### config.mk
export PLATFORM = sky130hd
export DESIGN_NAME = async_hdlc_deframer_crc16_top_flat
export DESIGN_NICKNAME = d
export VERILOG_FILES = /design/src/rtl/ahdlc_pkg.sv /design/src/rtl/ahdlc_intf.sv /design/src/rtl/ahdlc_cfg_regs.sv /design/src/rtl/ahdlc_deframe.sv /design/src/rtl/async_hdlc_deframer_crc16_top.sv /design/src/flat_wrapper.sv
export SDC_FILE = /design/constraint.sdc
export NUM_CORES = 1
export LEC_CHECK = 0
export ABC_AREA = 1
export BUFFER_PORTS_ARGS = -buffer_cell sky130_fd_sc_hd__clkbuf_2
export CORE_MARGIN = 2
export CORE_UTILIZATION = 50
export DETAILED_ROUTE_END_ITERATION = 8
export PLACE_DENSITY = 0.71
export SETUP_SLACK_MARGIN = 0.02
export SYNTH_ARGS = -nofsm -noshare
export SYNTH_HDL_FRONTEND = slang
export SYNTH_SLANG_ARGS = --single-unit
### constraint.sdc
create_clock -name clk_i -period 5.9 [get_ports clk_i]
set_clock_uncertainty 0.15 [all_clocks]
set_input_delay 0.885 -clock clk_i [delete_from_list [all_inputs] [get_ports clk_i]]
set_output_delay 0.885 -clock clk_i [all_outputs]
set_load 0.02 [all_outputs]
### src/rtl/ahdlc_pkg.sv
// Package for the async HDLC deframer: register indexes, record codes,
// configuration and record structs, reset values and the byte-wise CRC-16.
// No dependencies.
package ahdlc_pkg;

  localparam logic [15:0] CrcPoly = 16'h8408;

  localparam logic [7:0]  FlagReset    = 8'h7E;
  localparam logic [7:0]  EscapeReset  = 8'h7D;
  localparam logic [7:0]  MaskReset    = 8'h20;
  localparam logic [15:0] SeedReset    = 16'hFFFF;
  localparam logic [15:0] ResidueReset = 16'h0F47;
  localparam logic        HuntReset    = 1'b0;

  localparam int unsigned CfgIdxW  = 3;
  localparam int unsigned CfgDataW = 16;

  typedef enum logic [CfgIdxW-1:0] {
    RegFlag    = 3'd0,
    RegEscape  = 3'd1,
    RegMask    = 3'd2,
    RegSeed    = 3'd3,
    RegResidue = 3'd4,
    RegHunt    = 3'd5
  } ahdlc_reg_e;

  typedef enum logic [1:0] {
    StGood     = 2'd0,
    StCrcErr   = 2'd1,
    StShort    = 2'd2,
    StOverflow = 2'd3
  } ahdlc_status_e;

  typedef enum logic {
    KindPayload = 1'b0,
    KindEnd     = 1'b1
  } ahdlc_kind_e;

  typedef struct packed {
    logic [7:0]  flag_byte;
    logic [7:0]  escape_byte;
    logic [7:0]  escape_mask;
    logic [15:0] crc_seed;
    logic [15:0] crc_good_residue;
    logic        hunt_mode;
  } ahdlc_cfg_t;

  typedef struct packed {
    ahdlc_kind_e   record_kind;
    logic [7:0]    payload_byte;
    logic [15:0]   frame_length;
    ahdlc_status_e frame_status;
  } ahdlc_rec_t;

  // Reflected CRC-16, one byte, LSB first
  function automatic logic [15:0] crc_add_byte(input logic [15:0] crc,
                                               input logic [7:0]  data);
    logic [15:0] c;
    c = crc ^ {8'h00, data};
    for (int i = 0; i < 8; i++) begin
      if (c[0]) begin
        c = (c >> 1) ^ CrcPoly;
      end else begin
        c = c >> 1;
      end
    end
    return c;
  endfunction

endpackage

### src/rtl/ahdlc_intf.sv
// Channel interfaces of the async HDLC deframer: received bytes, output
// records and configuration writes. Depends on ahdlc_pkg for widths.
interface ahdlc_rx_if;
  logic       valid;
  logic       ready;
  logic [7:0] rx_byte;
  modport source (output valid, output rx_byte, input ready);
  modport sink   (input valid, input rx_byte, output ready);
endinterface

interface ahdlc_rec_if;
  logic        valid;
  logic        ready;
  logic        record_kind;
  logic [7:0]  payload_byte;
  logic [15:0] frame_length;
  logic [1:0]  frame_status;
  modport source (output valid, output record_kind, output payload_byte,
                  output frame_length, output frame_status, input ready);
  modport sink   (input valid, input record_kind, input payload_byte,
                  input frame_length, input frame_status, output ready);
endinterface

interface ahdlc_cfg_if;
  logic                          valid;
  logic                          ready;
  logic [ahdlc_pkg::CfgIdxW-1:0] index;
  logic [ahdlc_pkg::CfgDataW-1:0] data;
  modport source (output valid, output index, output data, input ready);
  modport sink   (input valid, input index, input data, output ready);
endinterface

### src/rtl/ahdlc_cfg_regs.sv
// Configuration register file of the async HDLC deframer.
// Depends on ahdlc_pkg and ahdlc_cfg_if.
module ahdlc_cfg_regs (
  input  logic                  clk_i,
  input  logic                  rst_ni,
  ahdlc_cfg_if.sink             cfg_i,
  output ahdlc_pkg::ahdlc_cfg_t cfg_o
);
  import ahdlc_pkg::*;

  ahdlc_cfg_t cfg_q;

  assign cfg_i.ready = 1'b1;
  assign cfg_o       = cfg_q;

  always_ff @(posedge clk_i or negedge rst_ni) begin
    if (!rst_ni) begin
      cfg_q.flag_byte        <= FlagReset;
      cfg_q.escape_byte      <= EscapeReset;
      cfg_q.escape_mask      <= MaskReset;
      cfg_q.crc_seed         <= SeedReset;
      cfg_q.crc_good_residue <= ResidueReset;
      cfg_q.hunt_mode        <= HuntReset;
    end else if (cfg_i.valid) begin
      unique case (ahdlc_reg_e'(cfg_i.index))
        RegFlag:    cfg_q.flag_byte        <= cfg_i.data[7:0];
        RegEscape:  cfg_q.escape_byte      <= cfg_i.data[7:0];
        RegMask:    cfg_q.escape_mask      <= cfg_i.data[7:0];
        RegSeed:    cfg_q.crc_seed         <= cfg_i.data;
        RegResidue: cfg_q.crc_good_residue <= cfg_i.data;
        RegHunt:    cfg_q.hunt_mode        <= cfg_i.data[0];
        default: ;
      endcase
    end
  end

endmodule

### src/rtl/ahdlc_deframe.sv
// Frame state and per-byte logic: unstuffing, CRC, two-byte hold-back,
// length count and end-of-frame status. Depends on ahdlc_pkg.
module ahdlc_deframe (
  input  logic                  clk_i,
  input  logic                  rst_ni,
  input  ahdlc_pkg::ahdlc_cfg_t cfg_i,
  input  logic                  step_i,
  input  logic [7:0]            byte_i,
  output logic                  res_valid_o,
  output ahdlc_pkg::ahdlc_rec_t res_o
);
  import ahdlc_pkg::*;

  logic        esc_q, esc_d;
  logic        hdr_q, hdr_d;
  logic [15:0] crc_q, crc_d;
  logic [7:0]  held_q [2];
  logic [7:0]  held_d [2];
  logic [1:0]  held_cnt_q, held_cnt_d;
  logic [15:0] cnt_q, cnt_d;
  logic        ovf_q, ovf_d;

  logic        do_take;
  logic        do_end;
  logic [7:0]  data;

  always_comb begin
    hdr_d   = hdr_q;
    esc_d   = esc_q;
    do_take = 1'b0;
    do_end  = 1'b0;
    data    = byte_i;
    if (step_i) begin
      priority if (cfg_i.hunt_mode && !hdr_q) begin
        if (byte_i == cfg_i.flag_byte) hdr_d = 1'b1;
      end else if (esc_q) begin
        esc_d   = 1'b0;
        data    = byte_i ^ cfg_i.escape_mask;
        do_take = 1'b1;
      end else if (byte_i == cfg_i.escape_byte) begin
        esc_d = 1'b1;
      end else if (byte_i == cfg_i.flag_byte) begin
        do_end = 1'b1;
      end else begin
        do_take = 1'b1;
      end
    end
  end

  always_comb begin
    crc_d       = crc_q;
    held_d      = held_q;
    held_cnt_d  = held_cnt_q;
    cnt_d       = cnt_q;
    ovf_d       = ovf_q;
    res_valid_o = 1'b0;
    res_o       = '0;
    if (do_take) begin
      crc_d = crc_add_byte(crc_q, data);
      if (!held_cnt_q[1]) begin
        held_d[held_cnt_q[0]] = data;
        held_cnt_d            = held_cnt_q + 2'd1;
      end else begin
        held_d[0]          = held_q[1];
        held_d[1]          = data;
        res_valid_o        = 1'b1;
        res_o.record_kind  = KindPayload;
        res_o.payload_byte = held_q[0];
        if (&cnt_q) begin
          ovf_d = 1'b1;
        end else begin
          cnt_d = cnt_q + 16'd1;
        end
      end
    end else if (do_end) begin
      res_valid_o        = 1'b1;
      res_o.record_kind  = KindEnd;
      res_o.frame_length = cnt_q;
      priority if (!held_cnt_q[1]) begin
        res_o.frame_status = StShort;
        res_o.frame_length = '0;
      end else if (ovf_q) begin
        res_o.frame_status = StOverflow;
      end else if (~crc_q == cfg_i.crc_good_residue) begin
        res_o.frame_status = StGood;
      end else begin
        res_o.frame_status = StCrcErr;
      end
      crc_d      = cfg_i.crc_seed;
      held_cnt_d = '0;
      cnt_d      = '0;
      ovf_d      = 1'b0;
    end
  end

  always_ff @(posedge clk_i or negedge rst_ni) begin
    if (!rst_ni) begin
      esc_q      <= 1'b0;
      hdr_q      <= 1'b0;
      crc_q      <= SeedReset;
      held_cnt_q <= '0;
      cnt_q      <= '0;
      ovf_q      <= 1'b0;
    end else if (do_end) begin
      esc_q      <= 1'b0;
      hdr_q      <= 1'b0;
      crc_q      <= crc_d;
      held_cnt_q <= held_cnt_d;
      cnt_q      <= cnt_d;
      ovf_q      <= ovf_d;
    end else begin
      esc_q      <= esc_d;
      hdr_q      <= hdr_d;
      crc_q      <= crc_d;
      held_cnt_q <= held_cnt_d;
      cnt_q      <= cnt_d;
      ovf_q      <= ovf_d;
    end
  end

  always_ff @(posedge clk_i) begin
    held_q <= held_d;
  end

endmodule

### src/rtl/async_hdlc_deframer_crc16_top.sv
// Async HDLC deframer with CRC-16 check, top level.
// Depends on ahdlc_pkg, the ahdlc interfaces, ahdlc_cfg_regs, ahdlc_deframe.
//
// Takes one received line byte per transfer on rx_i and gives payload bytes
// and one end record per frame on rec_o. A byte passes an input register,
// the frame logic (unstuffing, byte-wise CRC-16, two-byte hold-back) and
// a result register, and one byte is taken every cycle while the result
// register is free or being drained. Configuration writes on cfg_i are
// always ready and are to be made only while no frame byte is in flight.
module async_hdlc_deframer_crc16_top (
  input  logic       clk_i,
  input  logic       rst_ni,
  ahdlc_rx_if.sink   rx_i,
  ahdlc_cfg_if.sink  cfg_i,
  ahdlc_rec_if.source rec_o
);
  import ahdlc_pkg::*;

  ahdlc_cfg_t cfg;
  logic       in_vld_q;
  logic [7:0] in_byte_q;
  logic       out_vld_q;
  ahdlc_rec_t out_q;
  logic       out_free;
  logic       advance;
  logic       res_valid;
  ahdlc_rec_t res;

  assign out_free   = !out_vld_q || rec_o.ready;
  assign advance    = in_vld_q && out_free;
  assign rx_i.ready = !in_vld_q || out_free;

  ahdlc_cfg_regs u_cfg (
    .clk_i  (clk_i),
    .rst_ni (rst_ni),
    .cfg_i  (cfg_i),
    .cfg_o  (cfg)
  );

  ahdlc_deframe u_deframe (
    .clk_i       (clk_i),
    .rst_ni      (rst_ni),
    .cfg_i       (cfg),
    .step_i      (advance),
    .byte_i      (in_byte_q),
    .res_valid_o (res_valid),
    .res_o       (res)
  );

  always_ff @(posedge clk_i or negedge rst_ni) begin
    if (!rst_ni) begin
      in_vld_q  <= 1'b0;
      out_vld_q <= 1'b0;
    end else begin
      if (rx_i.ready) in_vld_q <= rx_i.valid;
      if (advance) begin
        out_vld_q <= res_valid;
      end else if (rec_o.ready) begin
        out_vld_q <= 1'b0;
      end
    end
  end

  always_ff @(posedge clk_i) begin
    if (rx_i.valid && rx_i.ready) in_byte_q <= rx_i.rx_byte;
    if (advance && res_valid) out_q <= res;
  end

  assign rec_o.valid        = out_vld_q;
  assign rec_o.record_kind  = out_q.record_kind;
  assign rec_o.payload_byte = out_q.payload_byte;
  assign rec_o.frame_length = out_q.frame_length;
  assign rec_o.frame_status = out_q.frame_status;

endmodule

### src/flat_wrapper.sv
// flat-port wrapper written by rule: the top's interface ports become plain ports
module async_hdlc_deframer_crc16_top_flat import ahdlc_pkg::*;
  (clk_i, rst_ni, rx_i_valid, rx_i_rx_byte, rx_i_ready, cfg_i_valid, cfg_i_index, cfg_i_data, cfg_i_ready, rec_o_valid, rec_o_record_kind, rec_o_payload_byte, rec_o_frame_length, rec_o_frame_status, rec_o_ready);
  ahdlc_rx_if rx_i_i ();
  ahdlc_cfg_if cfg_i_i ();
  ahdlc_rec_if rec_o_i ();
  input  logic clk_i;
  input  logic rst_ni;
  input wire logic [$bits(rx_i_i.valid)-1:0] rx_i_valid;
  input wire logic [$bits(rx_i_i.rx_byte)-1:0] rx_i_rx_byte;
  output wire logic [$bits(rx_i_i.ready)-1:0] rx_i_ready;
  input wire logic [$bits(cfg_i_i.valid)-1:0] cfg_i_valid;
  input wire logic [$bits(cfg_i_i.index)-1:0] cfg_i_index;
  input wire logic [$bits(cfg_i_i.data)-1:0] cfg_i_data;
  output wire logic [$bits(cfg_i_i.ready)-1:0] cfg_i_ready;
  output wire logic [$bits(rec_o_i.valid)-1:0] rec_o_valid;
  output wire logic [$bits(rec_o_i.record_kind)-1:0] rec_o_record_kind;
  output wire logic [$bits(rec_o_i.payload_byte)-1:0] rec_o_payload_byte;
  output wire logic [$bits(rec_o_i.frame_length)-1:0] rec_o_frame_length;
  output wire logic [$bits(rec_o_i.frame_status)-1:0] rec_o_frame_status;
  input wire logic [$bits(rec_o_i.ready)-1:0] rec_o_ready;
  assign rx_i_i.valid = rx_i_valid;
  assign rx_i_i.rx_byte = rx_i_rx_byte;
  assign rx_i_ready = rx_i_i.ready;
  assign cfg_i_i.valid = cfg_i_valid;
  assign cfg_i_i.index = cfg_i_index;
  assign cfg_i_i.data = cfg_i_data;
  assign cfg_i_ready = cfg_i_i.ready;
  assign rec_o_valid = rec_o_i.valid;
  assign rec_o_record_kind = rec_o_i.record_kind;
  assign rec_o_payload_byte = rec_o_i.payload_byte;
  assign rec_o_frame_length = rec_o_i.frame_length;
  assign rec_o_frame_status = rec_o_i.frame_status;
  assign rec_o_i.ready = rec_o_ready;
  async_hdlc_deframer_crc16_top u_core (.clk_i(clk_i), .rst_ni(rst_ni), .rx_i(rx_i_i), .cfg_i(cfg_i_i), .rec_o(rec_o_i));
endmodule
==> reports/metrics.csv, run 1 <==
stage,metric,value,unit
clock_network,htree_levels,4,
detailed_routing,via_per_inst,5.195,
floorplan,start_util,51.59,%
synth,synth_cells,834,
synth,ys_ff_latch,147,
pwr,power.total,3.885,mW
cells_and_area,seq_area,4000,µm²
placed_design,dp_cells,1050,
sta,worst_pin_slew,1083,ps
cells_and_area,multi_input_area,2706,µm²
worst_setup_path,worstPathCellList,inv_1 > nand2_1 > nand4_1 > nor2_1 > nand3_2 > nand3_2 > nand2_2 > nand2_1 > nand2_1 > inv_1,
floorplan,rows,43,
synth,yosysTopAreaCellShare,21.14,%
grt,grt_antenna_before_repair,0,
worst_setup_path,slowest_delay,720,ps
grt,overflow,0,
placed_design,place_ws,2397,ps
floorplan,pin_count,62,
synth,yosys-top-cells-area,"edfxtp_1 (21%), dfstp_2 (19%), dfrtp_1 (15%)",
sta,final-hold-violation-count,0,
pwr,p_leak,3.645,nW
detailed_routing,routed-via-count,5621,
pwr,p_int,2.467,mW
worst_setup_path,critPathRequiredTime,5790,ps
detailed_routing,drt-pass1-iter-count,6,
detailed_routing,drt_iter0_markers,538,
pwr,sw_frac_of_total,36.49,%
sta,whs,322.9,ps
worst_setup_path,setup.worst_path.end_class,register,
grt,grt_max_degree,53,
pwr,seqPwrFrac,43.7,%
floorplan,die_area,15470,µm²
clock_network,cts_buffer_depth,2,
clock_network,clk_latency,420,ps
sta,min_period,3142,ps
clock_network,cts_setup_buffers,0,
hold_path,min_path_type,register to register,
floorplan,die_h,124.4,µm
worst_setup_path,critPathMaxFanout,32,
worst_setup_path,critical_path_depth,10,
detailed_routing,drc,0,
detailed_routing,wl_per_cell,14.21,µm
synth,postSynthNetCount,867,
synth,ys_seq_area_share,55.22,%
sta,rsz0062_at_grt,no,
clock_network,holdBufCountCts,0,
status,outcome,"finished, final reports clean",
worst_setup_path,crit_type,register to register,
worst_setup_path,cpMostUsedCell,nand2_1,
placed_design,dpl.hpwl,10780,µm
worst_setup_path,crit_arrival,3040,ps
sta,setup_tns,0,ps
worst_setup_path,crit_path_top_delay_cell,inv_1,
sta,max_freq,0.3182,GHz
grt,track_usage,20.89,%
synth,yosys_warnings,0,
clock_network,cts_tree,done,
synth,yosysUniqueCellTypes,41,
job,maxCapViolations,0,
pwr,combPwrFrac,29.5,%
floorplan,fp.dieW,124.4,µm
clock_network,cts.clk_slew.worst_paths,60,ps
floorplan,core-area,14040,µm²
cells_and_area,fill_cells,1236,
clock_network,cts_buffers,17,
pwr,peakVddDrop,234.5,µV
pwr,clock_power_share,26.8,%
grt,grt_pass1_vias,5373,
worst_setup_path,critPathTopFamily,simple AND/OR/NAND/NOR gates,
sta,finalWorstSetupSlack,2758,ps
clock_network,cts.sinks,147,
cells_and_area,area_delta_synth_final,13.13,%
clock_network,cts_root_buf,clkbuf_16,
cells_and_area,antennaDiodeCount,0,
pwr,switchingPower,1.417,mW
worst_setup_path,path_buf_inv,2,
cells_and_area,fin_cells,1082,
detailed_routing,totalWireLength,15380,µm
worst_setup_path,cp-start-kind,register,
cells_and_area,drive_above_1_share,21.29,%
grt,grt_pass1_wl,26080,µm
worst_setup_path,rr_worst_depth,10,
synth,syn_area_per_cell,8.686,µm²
synth,netlist_area,7244,µm²
cells_and_area,nets,922,
pwr,powerDensity,474.0,nW/µm²
sta,period_share,53.26,%
detailed_routing,antenna_left,0,
sta,max_slew_margin,27.59,%
sta,setup_viol_count_final,0,
sta,slew_violations,0,
placed_design,gp_congestion,0.8863,
clock_network,cts_resized,0,
synth,yosysTopAreaCell,edfxtp_1,
placed_design,port_buffers,60,
hold_path,hold_path_depth,2,
## worst reg2reg max path: stages, from the launching register on
cell     delay (ps)
dfstp_2         550
inv_1            40
nand2_1          50
nand4_1         120
nor2_1          170
nand3_2         150
nand3_2         100
nand2_2         370
nand2_1         220
nand2_1         100
inv_1           730
## flip-flops by register name, indices dropped and copies added, names as in the netlist
signal,flops
u_core.in_byte_q,8
u_core.in_vld_q,1
u_core.rec_o.frame_length,16
u_core.rec_o.frame_status,2
u_core.rec_o.payload_byte,8
u_core.rec_o.record_kind,1
u_core.rec_o.valid,1
u_core.u_cfg.cfg_o,57
u_core.u_deframe.cnt_q,16
u_core.u_deframe.crc_q,16
u_core.u_deframe.esc_q,1
u_core.u_deframe.hdr_q,1
u_core.u_deframe.held_cnt_q,2
u_core.u_deframe.held_q,16
u_core.u_deframe.ovf_q,1
## power groups by stage
| stage | clock [mW] | combinational, mW | sequential [mW] |
|---|---|---|---|
| global placement | 0 | 1.12 | 1.70 |
| floorplan | 0 | 0.827 | 1.74 |
| global route | 1.10 | 1.31 | 1.74 |
| detailed placement | 0 | 1.15 | 1.71 |
| CTS | 1.05 | 1.15 | 1.70 |
| finish | 1.04 | 1.15 | 1.70 |
## per-layer routing
layer	part of all wire (%)	GRT usage (%)	up-vias
met1	47	28.37	2611
met3	3.7	4.424	29
met5	0	0	-
met2	47	33.62	138
li1	-	-	2843
met4	1.7	6.874	0
## cell type report
| cell class | instances | area share [%] |
|---|---|---|
| clock buffers | 18 | 5.237 |
| clock inverters | 14 | 1.679 |
| inverters | 101 | 4.626 |
| multi-input cells | 560 | 33.02 |
| flip-flops and latches | 147 | 48.81 |
| well taps | 180 | 2.748 |
| repair buffers | 62 | 3.878 |
## layout by cell type, fill, tap and decap left out, types with 2 or more instances in the layout
| cell type | Yosys | routed |
|---|---|---|
| nand2_2 | 12 | 12 |
| or2_2 | 6 | 6 |
| o22ai_1 | 4 | 4 |
| a221oi_1 | 4 | 4 |
| o21ai_2 | 6 | 6 |
| nand4_2 | 3 | 3 |
| dfstp_2 | 53 | 53 |
| xnor2_1 | 7 | 7 |
| nor2_1 | 51 | 51 |
| nor3_1 | 6 | 6 |
| nand2_1 | 246 | 246 |
| clkbuf_2 | 1 | 59 |
| clkinv_4 | 0 | 3 |
| a21oi_2 | 2 | 2 |
| o21ai_0 | 72 | 72 |
| nor4_1 | 4 | 4 |
| clkinv_2 | 0 | 4 |
| a21oi_1 | 8 | 8 |
| nand3_1 | 63 | 63 |
| o211ai_1 | 6 | 6 |
| edfxtp_1 | 51 | 51 |
| nand4_1 | 14 | 14 |
| clkinv_1 | 2 | 4 |
| buf_4 | 5 | 3 |
| o21ai_1 | 15 | 15 |
| xor2_1 | 13 | 13 |
| clkbuf_16 | 0 | 17 |
| nand3_2 | 4 | 4 |
| clkinvlp_4 | 0 | 2 |
| bufinv_16 | 0 | 2 |
| inv_1 | 87 | 87 |
| inv_2 | 12 | 12 |
| or2_1 | 5 | 5 |
| dfrtp_1 | 43 | 43 |
## metrics by stage
| step | utilization [%] | area (µm²) |
|---|---|---|
| floorplan | - | 7244 |
| global placement | 54.33 | 7629 |
| detailed placement | 54.33 | 7629 |
| CTS | 58.36 | 8195 |
| global route | 58.36 | 8195 |
| finish | 58.36 | 8195 |
## synth_stat cells (all sizes together)
library cell,number
nand2,258
inv,99
o21ai,93
nand3,67
dfstp,53
nor2,52
edfxtp,51
dfrtp,43
nand4,17
buf,13
clkbuf,13
xor2,13
or2,12
a21oi,10
nor3,7
xnor2,7
o211ai,6
nor4,5
a221oi,4
o22ai,4
clkinv,2
a31oi,1
conb,1
ha,1
nand3b,1
o31ai,1
## cells by family (layout without fill, tap and decap cells)
| logic type | after synthesis | count (layout) | synth area share [%] |
|---|---|---|---|
| AOI/OAI and AO/OA | 119 | 119 | 9.171 |
| adders and majority gates | 1 | 1 | 0.1727 |
| other | 1 | 1 | 0.05176 |
| and+or+nand+nor | 419 | 419 | 25.54 |
| xor gates and xnor gates | 20 | 20 | 2.418 |
| DFF | 147 | 147 | 55.22 |
| buffers and inverters | 127 | 195 | 7.426 |
## final timing paths
| path | from | to | slack [ps] |
|---|---|---|---|
| max reg2reg | u_core.u_cfg.cfg_o[41] | u_core.rec_o.frame_length[11] | 2760 |
| min reg2reg | u_core.u_deframe.ovf_q | u_core.u_deframe.ovf_q | 320 |
| min in group asynchronous | rst_ni | u_core.u_cfg.cfg_o[14] | 330 |
| max in group asynchronous | rst_ni | u_core.u_cfg.cfg_o[39] | 4220 |
| min | u_core.u_deframe.ovf_q | u_core.u_deframe.ovf_q | 320 |
| max | u_core.u_cfg.cfg_o[41] | u_core.rec_o.frame_length[11] | 2760 |
No activity file was read; power rests on OpenSTA's default activity.
==> run 2, diff against run 1 <==
==> constraint.sdc (replaced) <==
create_clock -name clk_i -period 3 [get_ports clk_i]
set_clock_uncertainty 0.15 [all_clocks]
set_input_delay 0.45 -clock clk_i [delete_from_list [all_inputs] [get_ports clk_i]]
set_output_delay 0.45 -clock clk_i [all_outputs]
set_load 0.02 [all_outputs]
==> run 2 against run 1 <==
Compared with the run above: first-iteration DRC count fell by 22%; clock power is 110% higher; die area did not move; global-route usage up 0.48 points; hold slack worse by 280 ps; clock-buffer cell count stayed put; sequential share of layout area is 0.76 points lower; highest routed layer unchanged.
==> reports/metrics.csv, run 2 (synthesized netlist as in run 1, its figures left out) <==
stage,metric,value,unit
status,outcome,"finished, final reports clean",
hold_path,min_path_type,input pin to register,
floorplan,rows,43,
detailed_routing,routed-via-count,5765,
cells_and_area,stdcell_area,8325,µm²
floorplan,die_area,15470,µm²
cells_and_area,drive_above_1_share,22.17,%
cells_and_area,final_core_util,59.29,%
cells_and_area,nets,931,
worst_setup_path,rr_worst_depth,11,
placed_design,place_ws,649.7,ps
hold_path,worstHoldStart,rx_i_rx_byte[5],
placed_design,port_buffers,60,
worst_setup_path,reg2reg_slack,640,ps
pwr,powerDensity,948.0,nW/µm²
sta,final-hold-violation-count,0,
grt,grt_pass1_vias,5461,
detailed_routing,drc,0,
worst_setup_path,crit_arrival,2300,ps
sta,max_freq,0.4245,GHz
sta,slew_violations,0,
sta,worst_pin_slew,947.8,ps
worst_setup_path,r2r-end,u_core.rec_o.frame_length[10],
clock_network,clk_latency,430,ps
pwr,p_leak,3.713,nW
job,maxCapViolations,0,
worst_setup_path,critPathMaxFanout,27,
detailed_routing,via_per_inst,5.284,
sta,rsz0062_at_grt,no,
sta,min_period,2356,ps
detailed_routing,antenna_left,0,
sta,whs,44.04,ps
sta,period_share,78.52,%
floorplan,fp.dieW,124.4,µm
clock_network,cts.sinks,147,
clock_network,htree_levels,4,
floorplan,start_util,51.59,%
grt,track_usage,21.37,%
cells_and_area,fin_cells,1091,
grt,grt_max_degree,56,
sta,finalWorstSetupSlack,644.5,ps
cells_and_area,layout_commonest_cell,nand2_1,
sta,setup_tns,0,ps
clock_network,cts.clk_slew.worst_paths,60,ps
placed_design,gp_congestion,0.9055,
worst_setup_path,r2r-start,u_core.u_cfg.cfg_o[41],
floorplan,pin_count,62,
clock_network,cts_setup_buffers,0,
clock_network,cts_buffers,17,
clock_network,cts_buffer_depth,2,
worst_setup_path,cp-start-kind,register,
worst_setup_path,critPathRequiredTime,2950,ps
cells_and_area,area_delta_synth_final,14.92,%
worst_setup_path,crit_type,register to register,
clock_network,cts_tree,done,
grt,grt_pass1_wl,26690,µm
grt,overflow,0,
detailed_routing,wl_per_cell,14.41,µm
placed_design,dpl.hpwl,11220,µm
detailed_routing,drt-pass1-iter-count,5,
detailed_routing,totalWireLength,15730,µm
floorplan,die_h,124.4,µm
clock_network,holdBufCountCts,1,
placed_design,dpl_cell_area,7701,µm²
clock_network,cts_root_buf,clkbuf_16,
sta,max_slew_margin,36.66,%
detailed_routing,drt_iter0_markers,422,
cells_and_area,largest_reg_flops,57,
worst_setup_path,setup.worst_path.end_class,register,
cells_and_area,antennaDiodeCount,0,
hold_path,holdPathEnd,u_core.in_byte_q[5],
grt,grt_antenna_before_repair,0,
placed_design,dp_cells,1058,
hold_path,hold_path_depth,1,
pwr,power.total,7.892,mW
cells_and_area,fill_cells,1245,
floorplan,core-area,14040,µm²
pwr,peakVddDrop,454.2,µV
cells_and_area,final_cell_mix,"nand2_1 (246), inv_1 (87), o21ai_0 (72)",
sta,setup_viol_count_final,0,
clock_network,cts_resized,0,
==> run 2: cell count changes in the layout (fill, tap and decap cells not counted) <==
cell           delta
buf_12            +1
dlygate4sd3_1     +1
clkinv_4          -2
buf_4             +7
bufinv_16         +2
clkinvlp_4        +1
clkinv_2          +1
clkinv_1          -2
==> run 2: worst max-delay path by stage <==
stage / from / slack [ps] / endpoint
3_3_place_gp: u_core.in_byte_q[6] / 670 / u_core.rec_o.frame_length[11]
4_1_cts: u_core.u_cfg.cfg_o[54] / 640 / u_core.rec_o.frame_status[0]
3_5_place_dp: u_core.u_cfg.cfg_o[41] / 650 / u_core.rec_o.frame_length[10]
2_1_floorplan: u_core.in_byte_q[5] / 510 / u_core.rec_o.frame_length[0]
5_1_grt: u_core.in_byte_q[5] / 440 / u_core.rec_o.frame_status[0]
6_report: u_core.u_cfg.cfg_o[41] / 640 / u_core.rec_o.frame_length[10]
==> run 2: cell type report <==
cell class,count,area (µm²),area share (%)
Sequential cell,147,4000,48.05
Multi-Input combinational cell,560,2706,32.51
Clock buffer,18,429.2,5.155
Timing Repair Buffer,71,400.4,4.809
Inverter,101,379.1,4.554
Tap cell,180,225.2,2.705
Clock inverter,14,185.2,2.224
==> run 2: where the power goes <==
part	total (mW)	internal, mW	switching [mW]
combinational	2.37	0.761	1.61
clock	2.21	1.38	0.824
sequential	3.32	2.93	0.389
total	7.89	5.07	2.82
==> run 2: worst max-delay path, stage by stage, from the launching register on <==
cell and delay (ps):
dfstp_2 540, inv_1 40, nand2_1 50, nand4_1 140, nor2_1 170, nand3_2 150, nand3_2 110, nand2_2 100
nand2_1 100, nand2_1 80, inv_1 60, buf_4 320
==> run 2: metal layers <==
layer	wire [µm]	vias to the layer above	part of all wire, %	GRT usage, %
met1	6882	2695	44	27.95
met4	382	0	2.4	8.262
met5	0	-	0	0
met2	7477	178	48	34.46
li1	-	2858	-	-
met3	983	34	6.3	5.241
